File: src/sv/rwg_pkg.sv
// Types, constants and microcode store for the Reno window growth block.
`timescale 1ns / 1ps

package rwg_pkg;

	localparam int unsigned UPC_W = 4;
	localparam int unsigned ADDR_W = 3;
	localparam logic [15:0] SEGMENT_RESET = 16'd536;
	localparam logic [31:0] MAX32 = 32'hFFFF_FFFF;

	// Operation codes of an input beat
	localparam logic OP_ACK = 1'b0;
	localparam logic OP_LOSS = 1'b1;

	// Register index (bit 2 of the byte address)
	localparam logic REG_SEGMENT = 1'b0;

	typedef logic [UPC_W-1:0] upc_t;

	typedef struct packed {
		logic        operation;
		logic [31:0] window_bytes;
		logic [31:0] threshold_bytes;
		logic [15:0] acked_segments;
	} in_item_t;

	typedef struct packed {
		logic [31:0] proposed_window;
		logic [31:0] new_threshold;
		logic        slow_start_phase;
	} out_item_t;

	// Datapath operations
	typedef enum logic [3:0] {
		UOP_NOP,
		UOP_DIV_SEG,
		UOP_DIV_CNT,
		UOP_DIV_STEP,
		UOP_SET_W,
		UOP_CMP_RESET,
		UOP_ADD_ACK,
		UOP_TAKE_REM,
		UOP_ADD_PROD,
		UOP_FIN_CA,
		UOP_SS_MUL,
		UOP_FIN_SS,
		UOP_FIN_LOSS
	} uop_t;

	// Sequencing conditions
	typedef enum logic [2:0] {
		JC_NEXT,
		JC_LOSS,
		JC_SLOW,
		JC_LOOP,
		JC_BELOW
	} jc_t;

	typedef struct packed {
		uop_t uop;
		jc_t  jc;
		upc_t target;
		logic last;
	} ctl_t;

	// Step addresses
	localparam upc_t U_CHK_LOSS  = 4'd0;
	localparam upc_t U_CHK_SLOW  = 4'd1;
	localparam upc_t U_DIV_SEG   = 4'd2;
	localparam upc_t U_DIV_STEP1 = 4'd3;
	localparam upc_t U_SET_W     = 4'd4;
	localparam upc_t U_CMP1      = 4'd5;
	localparam upc_t U_ADD_ACK   = 4'd6;
	localparam upc_t U_CHK_GE    = 4'd7;
	localparam upc_t U_DIV_CNT   = 4'd8;
	localparam upc_t U_DIV_STEP2 = 4'd9;
	localparam upc_t U_TAKE_REM  = 4'd10;
	localparam upc_t U_ADD_PROD  = 4'd11;
	localparam upc_t U_FIN_CA    = 4'd12;
	localparam upc_t U_SS_MUL    = 4'd13;
	localparam upc_t U_FIN_SS    = 4'd14;
	localparam upc_t U_FIN_LOSS  = 4'd15;

	// Microcode store: one control word per step
	function automatic ctl_t ucode(input upc_t upc);
		ctl_t c;
		c = '{uop: UOP_NOP, jc: JC_NEXT, target: U_CHK_LOSS, last: 1'b0};
		unique case (upc)
			U_CHK_LOSS:  c = '{uop: UOP_NOP,       jc: JC_LOSS,  target: U_FIN_LOSS,  last: 1'b0};
			U_CHK_SLOW:  c = '{uop: UOP_NOP,       jc: JC_SLOW,  target: U_SS_MUL,    last: 1'b0};
			U_DIV_SEG:   c = '{uop: UOP_DIV_SEG,   jc: JC_NEXT,  target: U_CHK_LOSS,  last: 1'b0};
			U_DIV_STEP1: c = '{uop: UOP_DIV_STEP,  jc: JC_LOOP,  target: U_DIV_STEP1, last: 1'b0};
			U_SET_W:     c = '{uop: UOP_SET_W,     jc: JC_NEXT,  target: U_CHK_LOSS,  last: 1'b0};
			U_CMP1:      c = '{uop: UOP_CMP_RESET, jc: JC_NEXT,  target: U_CHK_LOSS,  last: 1'b0};
			U_ADD_ACK:   c = '{uop: UOP_ADD_ACK,   jc: JC_NEXT,  target: U_CHK_LOSS,  last: 1'b0};
			U_CHK_GE:    c = '{uop: UOP_NOP,       jc: JC_BELOW, target: U_FIN_CA,    last: 1'b0};
			U_DIV_CNT:   c = '{uop: UOP_DIV_CNT,   jc: JC_NEXT,  target: U_CHK_LOSS,  last: 1'b0};
			U_DIV_STEP2: c = '{uop: UOP_DIV_STEP,  jc: JC_LOOP,  target: U_DIV_STEP2, last: 1'b0};
			U_TAKE_REM:  c = '{uop: UOP_TAKE_REM,  jc: JC_NEXT,  target: U_CHK_LOSS,  last: 1'b0};
			U_ADD_PROD:  c = '{uop: UOP_ADD_PROD,  jc: JC_NEXT,  target: U_CHK_LOSS,  last: 1'b0};
			U_FIN_CA:    c = '{uop: UOP_FIN_CA,    jc: JC_NEXT,  target: U_CHK_LOSS,  last: 1'b1};
			U_SS_MUL:    c = '{uop: UOP_SS_MUL,    jc: JC_NEXT,  target: U_CHK_LOSS,  last: 1'b0};
			U_FIN_SS:    c = '{uop: UOP_FIN_SS,    jc: JC_NEXT,  target: U_CHK_LOSS,  last: 1'b1};
			U_FIN_LOSS:  c = '{uop: UOP_FIN_LOSS,  jc: JC_NEXT,  target: U_CHK_LOSS,  last: 1'b1};
			default:     c = '{uop: UOP_NOP,       jc: JC_NEXT,  target: U_CHK_LOSS,  last: 1'b1};
		endcase
		return c;
	endfunction

endpackage

File: src/sv/reno_window_growth.sv
// Top level of the Reno window growth block: microcode sequencer and datapath.
`timescale 1ns / 1ps

// Proposes TCP Reno congestion window values, one result beat per input beat.
// A loss beat and a slow start ack need no division; a congestion avoidance ack
// runs one division, or two when the counted acks reach a full window and must be
// divided out. The pace is set by one shared restoring divider that retires one
// quotient bit per cycle, run by a 16-step microcode program. One item is in work
// at a time; the next input beat is taken as soon as the previous result sits in
// the output register, even if that result is still stalled. segment_bytes lies at
// byte address 0 and must be written by the user only while the block is idle (the
// block does not enforce this); a value of 0 is treated as 1.
module reno_window_growth (
	input  logic                      clk,
	input  logic                      arst_n,
	// input channel
	input  logic                      in_valid,
	output logic                      in_stall,
	input  rwg_pkg::in_item_t         in_item,
	// output channel
	output logic                      out_valid,
	input  logic                      out_stall,
	output rwg_pkg::out_item_t        out_item,
	// configuration
	input  logic                      psel,
	input  logic                      penable,
	input  logic                      pwrite,
	input  logic [rwg_pkg::ADDR_W-1:0] paddr,
	input  logic [31:0]               pwdata,
	output logic [31:0]               prdata,
	output logic                      pready
);

	// Sequencer
	logic             busy_q;
	rwg_pkg::upc_t    upc_q;
	rwg_pkg::ctl_t    ctl;
	logic             fire;
	logic             jump;
	logic             in_accept;

	// Configuration and persistent state
	logic [15:0]      segment_q;
	logic [31:0]      cnt_q;

	// Working registers
	logic             op_q;
	logic [31:0]      win_q;
	logic [31:0]      thr_q;
	logic [15:0]      acked_q;
	logic [31:0]      w_q;
	logic [47:0]      prod_q;

	// Divider
	logic [31:0]      rem_q;
	logic [31:0]      quo_q;
	logic [31:0]      dvs_q;
	logic [4:0]       div_cnt_q;
	logic [32:0]      div_sh;
	logic [33:0]      div_diff;

	// Output register
	logic             out_valid_q;
	rwg_pkg::out_item_t out_q;

	// Combinational datapath
	logic [15:0]      seg;
	logic [31:0]      mul_a;
	logic [47:0]      mul_p;
	logic [48:0]      prod_sum;
	logic [31:0]      win_plus_prod;
	logic [32:0]      seg_sum;
	logic [31:0]      win_plus_seg;
	logic [32:0]      ack_sum;
	logic [31:0]      cnt_plus_ack;
	logic [16:0]      two_seg;
	logic [31:0]      half_win;

	assign in_accept = in_valid && !busy_q;
	assign in_stall  = busy_q;
	assign out_valid = out_valid_q;
	assign out_item  = out_q;
	assign pready    = 1'b1;

	// Register read
	always_comb begin
		prdata = '0;
		if (paddr[2] == rwg_pkg::REG_SEGMENT) begin
			prdata = {16'd0, segment_q};
		end
	end

	// Register write
	always_ff @(posedge clk or negedge arst_n) begin
		if (!arst_n) begin
			segment_q <= rwg_pkg::SEGMENT_RESET;
		end else if (psel && penable && pwrite && pready && paddr[2] == rwg_pkg::REG_SEGMENT) begin
			segment_q <= pwdata[15:0];
		end
	end

	// Shared arithmetic
	always_comb begin
		seg           = (segment_q == 16'd0) ? 16'd1 : segment_q;
		mul_a         = (ctl.uop == rwg_pkg::UOP_SS_MUL) ? {16'd0, acked_q} : quo_q;
		mul_p         = {16'd0, mul_a} * {32'd0, seg};
		prod_sum      = {17'd0, win_q} + {1'b0, prod_q};
		win_plus_prod = (prod_sum > {17'd0, rwg_pkg::MAX32}) ? rwg_pkg::MAX32 : prod_sum[31:0];
		seg_sum       = {1'b0, win_q} + {17'd0, seg};
		win_plus_seg  = seg_sum[32] ? rwg_pkg::MAX32 : seg_sum[31:0];
		ack_sum       = {1'b0, cnt_q} + {17'd0, acked_q};
		cnt_plus_ack  = ack_sum[32] ? rwg_pkg::MAX32 : ack_sum[31:0];
		two_seg       = {seg, 1'b0};
		half_win      = {1'b0, win_q[31:1]};
		div_sh        = {rem_q, quo_q[31]};
		div_diff      = {1'b0, div_sh} - {2'd0, dvs_q};
	end

	// Decode the current step and hold a finishing step while the output is full
	always_comb begin
		ctl  = rwg_pkg::ucode(upc_q);
		fire = busy_q && !(ctl.last && out_valid_q && out_stall);
		case (ctl.jc)
			rwg_pkg::JC_LOSS:  jump = (op_q == rwg_pkg::OP_LOSS);
			rwg_pkg::JC_SLOW:  jump = (win_q < thr_q);
			rwg_pkg::JC_LOOP:  jump = (div_cnt_q != 5'd0);
			rwg_pkg::JC_BELOW: jump = (cnt_q < w_q);
			default:           jump = 1'b0;
		endcase
	end

	// Step counter and busy flag
	always_ff @(posedge clk or negedge arst_n) begin
		if (!arst_n) begin
			busy_q <= 1'b0;
			upc_q  <= rwg_pkg::U_CHK_LOSS;
		end else if (in_accept) begin
			busy_q <= 1'b1;
			upc_q  <= rwg_pkg::U_CHK_LOSS;
		end else if (fire) begin
			if (ctl.last) begin
				busy_q <= 1'b0;
				upc_q  <= rwg_pkg::U_CHK_LOSS;
			end else if (jump) begin
				upc_q <= ctl.target;
			end else begin
				upc_q <= upc_q + rwg_pkg::upc_t'(1);
			end
		end
	end

	// Ack counter persists across items
	always_ff @(posedge clk or negedge arst_n) begin
		if (!arst_n) begin
			cnt_q <= '0;
		end else if (fire) begin
			case (ctl.uop)
				rwg_pkg::UOP_CMP_RESET: begin
					if (cnt_q >= w_q) begin
						cnt_q <= '0;
					end
				end
				rwg_pkg::UOP_ADD_ACK:  cnt_q <= cnt_plus_ack;
				rwg_pkg::UOP_TAKE_REM: cnt_q <= rem_q;
				default:               cnt_q <= cnt_q;
			endcase
		end
	end

	// Capture the input beat and run the datapath operations
	always_ff @(posedge clk) begin
		if (in_accept) begin
			op_q    <= in_item.operation;
			win_q   <= in_item.window_bytes;
			thr_q   <= in_item.threshold_bytes;
			acked_q <= in_item.acked_segments;
		end else if (fire) begin
			case (ctl.uop)
				rwg_pkg::UOP_DIV_SEG: begin
					rem_q     <= '0;
					quo_q     <= win_q;
					dvs_q     <= {16'd0, seg};
					div_cnt_q <= 5'd31;
				end
				rwg_pkg::UOP_DIV_CNT: begin
					rem_q     <= '0;
					quo_q     <= cnt_q;
					dvs_q     <= w_q;
					div_cnt_q <= 5'd31;
				end
				rwg_pkg::UOP_DIV_STEP: begin
					if (div_diff[33]) begin
						rem_q <= div_sh[31:0];
						quo_q <= {quo_q[30:0], 1'b0};
					end else begin
						rem_q <= div_diff[31:0];
						quo_q <= {quo_q[30:0], 1'b1};
					end
					div_cnt_q <= div_cnt_q - 5'd1;
				end
				rwg_pkg::UOP_SET_W: w_q <= (quo_q == 32'd0) ? 32'd1 : quo_q;
				rwg_pkg::UOP_CMP_RESET: begin
					if (cnt_q >= w_q) begin
						win_q <= win_plus_seg;
					end
				end
				rwg_pkg::UOP_TAKE_REM: prod_q <= mul_p;
				rwg_pkg::UOP_SS_MUL:   prod_q <= mul_p;
				rwg_pkg::UOP_ADD_PROD: win_q  <= win_plus_prod;
				default: begin
				end
			endcase
		end
	end

	// Result register
	always_ff @(posedge clk or negedge arst_n) begin
		if (!arst_n) begin
			out_valid_q <= 1'b0;
		end else if (fire && ctl.last) begin
			out_valid_q <= 1'b1;
		end else if (!out_stall) begin
			out_valid_q <= 1'b0;
		end
	end

	always_ff @(posedge clk) begin
		if (fire && ctl.last) begin
			case (ctl.uop)
				rwg_pkg::UOP_FIN_LOSS: begin
					out_q.proposed_window  <= '0;
					out_q.new_threshold    <= ({15'd0, two_seg} > half_win) ?
						{15'd0, two_seg} : half_win;
					out_q.slow_start_phase <= 1'b0;
				end
				rwg_pkg::UOP_FIN_SS: begin
					if (acked_q == 16'd0) begin
						out_q.proposed_window <= win_q;
					end else begin
						out_q.proposed_window <= (win_plus_prod < thr_q) ? win_plus_prod : thr_q;
					end
					out_q.new_threshold    <= '0;
					out_q.slow_start_phase <= 1'b1;
				end
				default: begin
					out_q.proposed_window  <= win_q;
					out_q.new_threshold    <= '0;
					out_q.slow_start_phase <= 1'b0;
				end
			endcase
		end
	end

endmodule
File: config.mk
export PLATFORM = sky130hd
export DESIGN_NAME = reno_window_growth
export DESIGN_NICKNAME = d
export VERILOG_FILES = /design/src/sv/rwg_pkg.sv /design/src/sv/reno_window_growth.sv
export SDC_FILE = /design/constraint.sdc
export NUM_CORES = 2
export LEC_CHECK = 0
export ABC_CLOCK_PERIOD_IN_PS = 18670
export BUFFER_PORTS_ARGS = -buffer_cell sky130_fd_sc_hd__buf_2
export CORE_ASPECT_RATIO = 0.6
export CORE_MARGIN = 4
export CORE_UTILIZATION = 40
export CTS_BUF_LIST = sky130_fd_sc_hd__clkbuf_8
export CTS_CLUSTER_SIZE = 16
export DETAILED_ROUTE_END_ITERATION = 8
export GPL_ROUTABILITY_DRIVEN = 0
export PLACE_DENSITY = 0.54
export SYNTH_ARGS = -nofsm -noshare
export SYNTH_HDL_FRONTEND = slang
export SYNTH_SLANG_ARGS = --single-unit
File: constraint.sdc
create_clock -name clk -period 18.67 [get_ports clk]
set_input_delay 0.9335 -clock clk [delete_from_list [all_inputs] [get_ports clk]]
set_output_delay 0.9335 -clock clk [all_outputs]
set_load 0.02 [all_outputs]
Word level (Yosys, flattened, before mapping)

Memories as Yosys holds them, arrays and structs flattened.
Cells that the tools add are included.

$add $sub $neg: 6
Multiply operators: 1
$lt $le $gt $ge: 6
Equality and inequality tests: 18
Muxes and demuxes: 32
Bitwise gates (word level): 2
Reduce and logical (&&, ||, !) cells: 31

Operators by type and width:

| operator                                                                           | count |
|---|---|
| 32-bit 2-to-1 mux                                                                  | 11 |
| 32-bit one-hot mux with 2 select lines                                             | 3 |
| 32-bit one-hot mux with 3 select lines                                             | 2 |
| 65-bit one-hot mux with 2 select lines                                             | 1 |
| 32-bit < comparator                                                                | 3 |
| 32-bit by 16-bit adder with 33-bit output                                          | 2 |
| 32-bit by 48-bit adder with 49-bit output                                          | 1 |
| 49-bit by 32-bit greater-than comparator with 1-bit output (second input constant) | 1 |
| 32-bit by 16-bit multiplier with 48-bit output                                     | 1 |
| 33-bit by 32-bit subtractor with 34-bit output                                     | 1 |
| 32-bit greater-or-equal comparator                                                 | 1 |
| 16-bit zero test                                                                   | 2 |
| 32-bit zero test                                                                   | 1 |
| 16-bit 2-to-1 mux                                                                  | 2 |
| 17-bit by 31-bit greater-than comparator with 1-bit output                         | 1 |
| 31-bit 2-to-1 mux                                                                  | 1 |
| 3-bit AND reduction                                                                | 7 |
| 4-bit by 3-bit equality test with 1-bit output (second input constant)             | 4 |
| 4-bit equality test (second input constant)                                        | 4 |
| 4-bit 2-to-1 mux                                                                   | 4 |
| 5-bit one-hot mux with 2 select lines                                              | 1 |
| 3-bit nonzero test                                                                 | 3 |
| 4-bit by 2-bit equality test with 1-bit output (second input constant)             | 2 |
| 1-bit logical AND                                                                  | 8 |
| other kinds (17)                                                                   | 29 |

Flip-flop bits (word level): 381
ROM bits: 192
Input port bits: 123
Output and inout port bits: 100
Word-level logic and storage cells: 115
Memories kept: 1

Memory list:

| name            | depth | bits a word | rd ports | clocked after memory_dff | write ports | RTL line      | text |
|---|---|---|---|---|---|---|---|
| (no name shown) | 16    | 12          | 1        | 0                        | 0           | rwg_pkg.sv:88 | `unique case (upc)` |

Longest topological paths before layout

Depth after elaboration: 8
Mapped depth: 35
Gate-level depth less buffers: 33

Least setup slack after synthesis

OpenSTA, ideal clock, no wires.

Path kind: reg-to-reg
Start: reg upc_q[0]
End: reg prod_q[46] (data pin)
Library setup time: 0.264 ns
Arrival: 8.845 ns
Path slack: 9.561 ns
Cell stages (with the launch flop): 33
Path buffers: 2
Clock period less this slack: 9.109 ns
Path through: dfrtp_1 inv_1 ha_1 inv_1 mux4_2 nor2_1 nand2_1 clkbuf_1 mux2_2 clkbuf_1 nand2_1 fa_1 inv_1 fa_1 inv_1 fa_1 inv_1 fa_1 fa_1 inv_1 fa_1 inv_1 ha_1 and3_1 and3_1 a41oi_1 o21ai_0 o41ai_1 o31ai_1 a221oi_1 nor2_1 a221oi_1 xnor2_1

Cells in the longest elaborated chain, start to end: 4

Ends and longest elaborated chain:

| item                                           | RTL line                  | text |
|---|---|---|
| start, declared                                | reno_window_growth.sv:36  | `rwg_pkg::upc_t upc_q;` |
| start signal, assigned                         | reno_window_growth.sv:136 | `upc_q <= rwg_pkg::U_CHK_LOSS;` |
| start signal, assigned                         | reno_window_growth.sv:139 | `upc_q <= rwg_pkg::U_CHK_LOSS;` |
| start signal, assigned                         | reno_window_growth.sv:143 | `upc_q <= rwg_pkg::U_CHK_LOSS;` |
| memory 16 x 12 bit                             | n/a                       |  |
| 4-bit equality test                            | reno_window_growth.sv:105 | `mul_a = (ctl.uop == rwg_pkg::UOP_SS_MUL) ? {16'd0, acked_q} : quo_q;` |
| 32-bit 2-to-1 mux                              | reno_window_growth.sv:105 |  |
| 32-bit by 16-bit multiplier with 48-bit output | reno_window_growth.sv:106 | `mul_p = {16'd0, mul_a} * {32'd0, seg};` |
| via mul_p[46]                                  | reno_window_growth.sv:69  | `logic [47:0] mul_p;` |
| end signal, assigned                           | reno_window_growth.sv:207 | `rwg_pkg::UOP_TAKE_REM: prod_q <= mul_p;` |
| end signal, assigned                           | reno_window_growth.sv:208 | `rwg_pkg::UOP_SS_MUL: prod_q <= mul_p;` |
| end, declared                                  | reno_window_growth.sv:52  | `logic [47:0] prod_q;` |

The timed path passes the listed nets, and every way through them passes these cells.
A chain may end at the register's enable or synchronous reset.

Worst setup path after layout

Ends and elaborated chain as after synthesis.

==> results_dict.tcl <==
set metrics [dict create \
    post_cts_buffers 0 \
    critPathSlowestCell "o41ai_1" \
    hold_viol_final 0 \
    antenna_found_initial 8 \
    drv_cap 0 \
    critPathLaunch "upc_q[0]$_DFFE_PN0P_" \
    cts-root-buf "clkbuf_8" \
    ys_types 81 \
    synth_top_flop_cell "edfxtp_1" \
    totalWireLength_um 144000 \
    drt_iter0_drc 3927 \
    setup_ws_ns 7.18 \
    reg2reg_setup_slack_ns 7.18 \
    syn_area_per_cell_um2 9.27 \
    synthArstFlopShare_pct 14.2 \
    endpoint_kind "flop" \
    start_util_pct 40.3 \
    htree_levels 3 \
    grt_pass1_wl_um 214000 \
    dr.pass1.iters 6 \
    synth_top_area_share_pct 23.7 \
    slew_headroom_pct 18.7 \
    dpl_worst_slack_ns 7.43 \
    drc_errors 0 \
    cts_tree "yes" \
    placed_cell_area_um2 43600 \
    synth_area_um2 41300 \
    finish.utilization_pct 43.9 \
    postSynthCellCount 4460 \
    cts_buffer_depth 3 \
    post-route-cell-area_um2 45100 \
    die_x_um 423 \
    r2r_start "upc_q[0]$_DFFE_PN0P_" \
    track_usage_pct 26.2 \
    path_max_fanout 82 \
    nNetsFinal 5415 \
    numCtsBuffers 67 \
    grt_setup_unrepaired "no" \
    yosysWarnings 0 \
    use_met3_pct 7.76 \
    setup_violations 0 \
    ys_seq_area_share_pct 27.0 \
    synth_area_leaders "edfxtp_1, fa_1, ha_1" \
    start_kind "flop" \
    synth_top_area_cell "edfxtp_1" \
    io_pins 223 \
    die-area_um2 109000 \
    viasPerCell 5.58 \
    top_usage_layer "met1" \
    max_stage_delay_ns 0.88 \
    critPathKind "reg2reg" \
    grt-ovfl-total 0 \
    vias 33415 \
    routedWlPerCell_um 24.1 \
    area_growth_pct 9.00 \
    synthMostInstantiatedCell "inv_1" \
    required_ns 19.12 \
    hold_class "in2reg" \
    r2r_cells 32 \
    clock_latency_ns 0.73 \
    cts_sinks 380 \
    grt_use_met2_pct 34.8 \
    drive_above_1_share_pct 10.6 \
    place_hpwl_um 109000 \
    grt_pass1_vias 32221 \
    grt_max_degree 83 \
    synth_edf_count 326 \
    setup_tns_ns 0 \
    status "finished, final reports clean" \
    seq_area_um2 11200 \
    synth-seq-cells 380 \
    worst_pin_slew_ns 1.22 \
    fp.dieH_um 257 \
    clk_pin_slew_ns 0.06 \
    gr-usage-met1_pct 41.5 \
    max_clock_freq_mhz 87.0 \
    postCtsResizedCells 0 \
    multi_input_area_um2 26700 \
    drv_slew 0 \
    post-route-period-util_pct 61.6 \
    core_um2 103000 \
    crit_arrival_ns 11.94 \
    timing.rr.end "prod_q[46]$_DFFE_PP_" \
    portBuffers 186 \
    hold_buffers 0 \
    ant_nets 0 \
    worstSetupEndpoint "prod_q[46]$_DFFE_PP_" \
    fin_crit_ns 11.49 \
    finClkSkew_ns 0.0407 \
    ys_top_cells_by_count "inv_1, nand2_1, fa_1" \
    fillers 10109 \
    rows 91 \
]
==> critical path: cells and delay by family (launching register included) <==
kind / cells / cell delay, ns
AO/OA/AOI/OAI: 8 / 2.97
XOR/XNOR: 1 / 0.11
adder cells (fa/ha/maj): 8 / 3.93
buffers and inverters: 9 / 1.97
flip-flops: 1 / 0.54
multiplexers: 2 / 0.89
AND/OR/NAND/NOR: 4 / 0.73
==> area by class of cell <==
type / count / share of cell area (%)
Antenna cell: 4 / 0.0222
Tap cell: 1395 / 3.87
Sequential cell: 380 / 24.8
Clock inverter: 49 / 0.886
Inverter: 677 / 5.64
Clock buffer: 73 / 2.23
Multi-Input combinational cell: 3146 / 59.2
Timing Repair Buffer: 264 / 3.37
==> per-layer routing <==
layer  wire [um]  part of all wire (%)
met5           0                     0
met1       68100                    47
met2       55800                    39
met3       17600                    12
met4        2650                   1.8
==> cells in the final DEF (no fill, tap or decap), types with 8 or more instances in the layout <==
master	instances
o21bai_1	21
o32ai_1	30
nor2_1	236
nand3_1	42
conb_1	18
nor2b_1	47
dfrtp_1	45
or3_1	13
a211oi_1	25
nor4_1	32
and3_1	71
nand4_1	52
and2_1	138
o21ai_0	138
mux2_2	51
nand2_1	572
clkbuf_8	73
nor3_1	53
o211ai_1	16
a21o_1	92
nand2b_1	29
ha_1	334
clkinv_1	14
a21oi_1	264
xnor2_1	100
a31oi_1	32
buf_2	186
o31ai_1	13
mux2i_1	55
o221ai_2	30
edfxtp_1	326
o21a_1	37
xor2_1	39
a221oi_1	11
fa_1	422
inv_1	691
buf_4	78
or2_2	8
==> registers in the layout (all words and copies together) (netlist names) <==
| name | cells |
|---|---|
| op_q | 1 |
| thr_q | 32 |
| rem_q | 32 |
| dvs_q | 32 |
| quo_q | 32 |
| in_stall | 1 |
| prod_q | 48 |
| segment_q | 16 |
| div_cnt_q | 5 |
| w_q | 32 |
| out_item | 64 |
| upc_q | 4 |
| acked_q | 16 |
| out_valid | 1 |
| cnt_q | 32 |
| win_q | 32 |
==> kinds of logic (layout without fill, tap and decap cells) <==
group / Yosys count / count (layout) / share of synthesized area (%)
compound gates: 792 / 792 / 12.8
xor+xnor: 139 / 139 / 2.95
fa+ha+maj: 756 / 756 / 30.5
buf+inv: 950 / 1063 / 8.86
flops: 380 / 380 / 27.0
mux: 107 / 107 / 2.78
other cells: 2 / 22 / 0.0182
simple gates: 1334 / 1334 / 15.1
==> worst min path at each step <==
stage / cells past startpoint / startpoint / slack (ns) / to
6_report: 1 / in_item[19] / 0.38 / thr_q[3]$_DFFE_PP_
2_1_floorplan: 1 / segment_q[0]$_DFFE_PN0P_ / 0.50 / segment_q[0]$_DFFE_PN0P_
3_5_place_dp: 1 / segment_q[8]$_DFFE_PN0P_ / 0.51 / segment_q[8]$_DFFE_PN0P_
4_1_cts: 1 / in_item[19] / 0.32 / thr_q[3]$_DFFE_PP_
5_1_grt: 1 / in_item[39] / 0.33 / thr_q[23]$_DFFE_PP_
3_3_place_gp: 1 / segment_q[8]$_DFFE_PN0P_ / 0.50 / segment_q[8]$_DFFE_PN0P_
==> per-stage QoR <==
step	instances	hold WS, ns
after floorplan	4476	0.495
after global placement	5862	0.504
after detailed placement	5862	0.506
after CTS	5984	0.319
after global routing	5985	0.328
final	5988	0.375
Power is left out: the tool's default activity adds up to more than one toggle a clock period on the data nets, which glitch-free logic cannot reach.
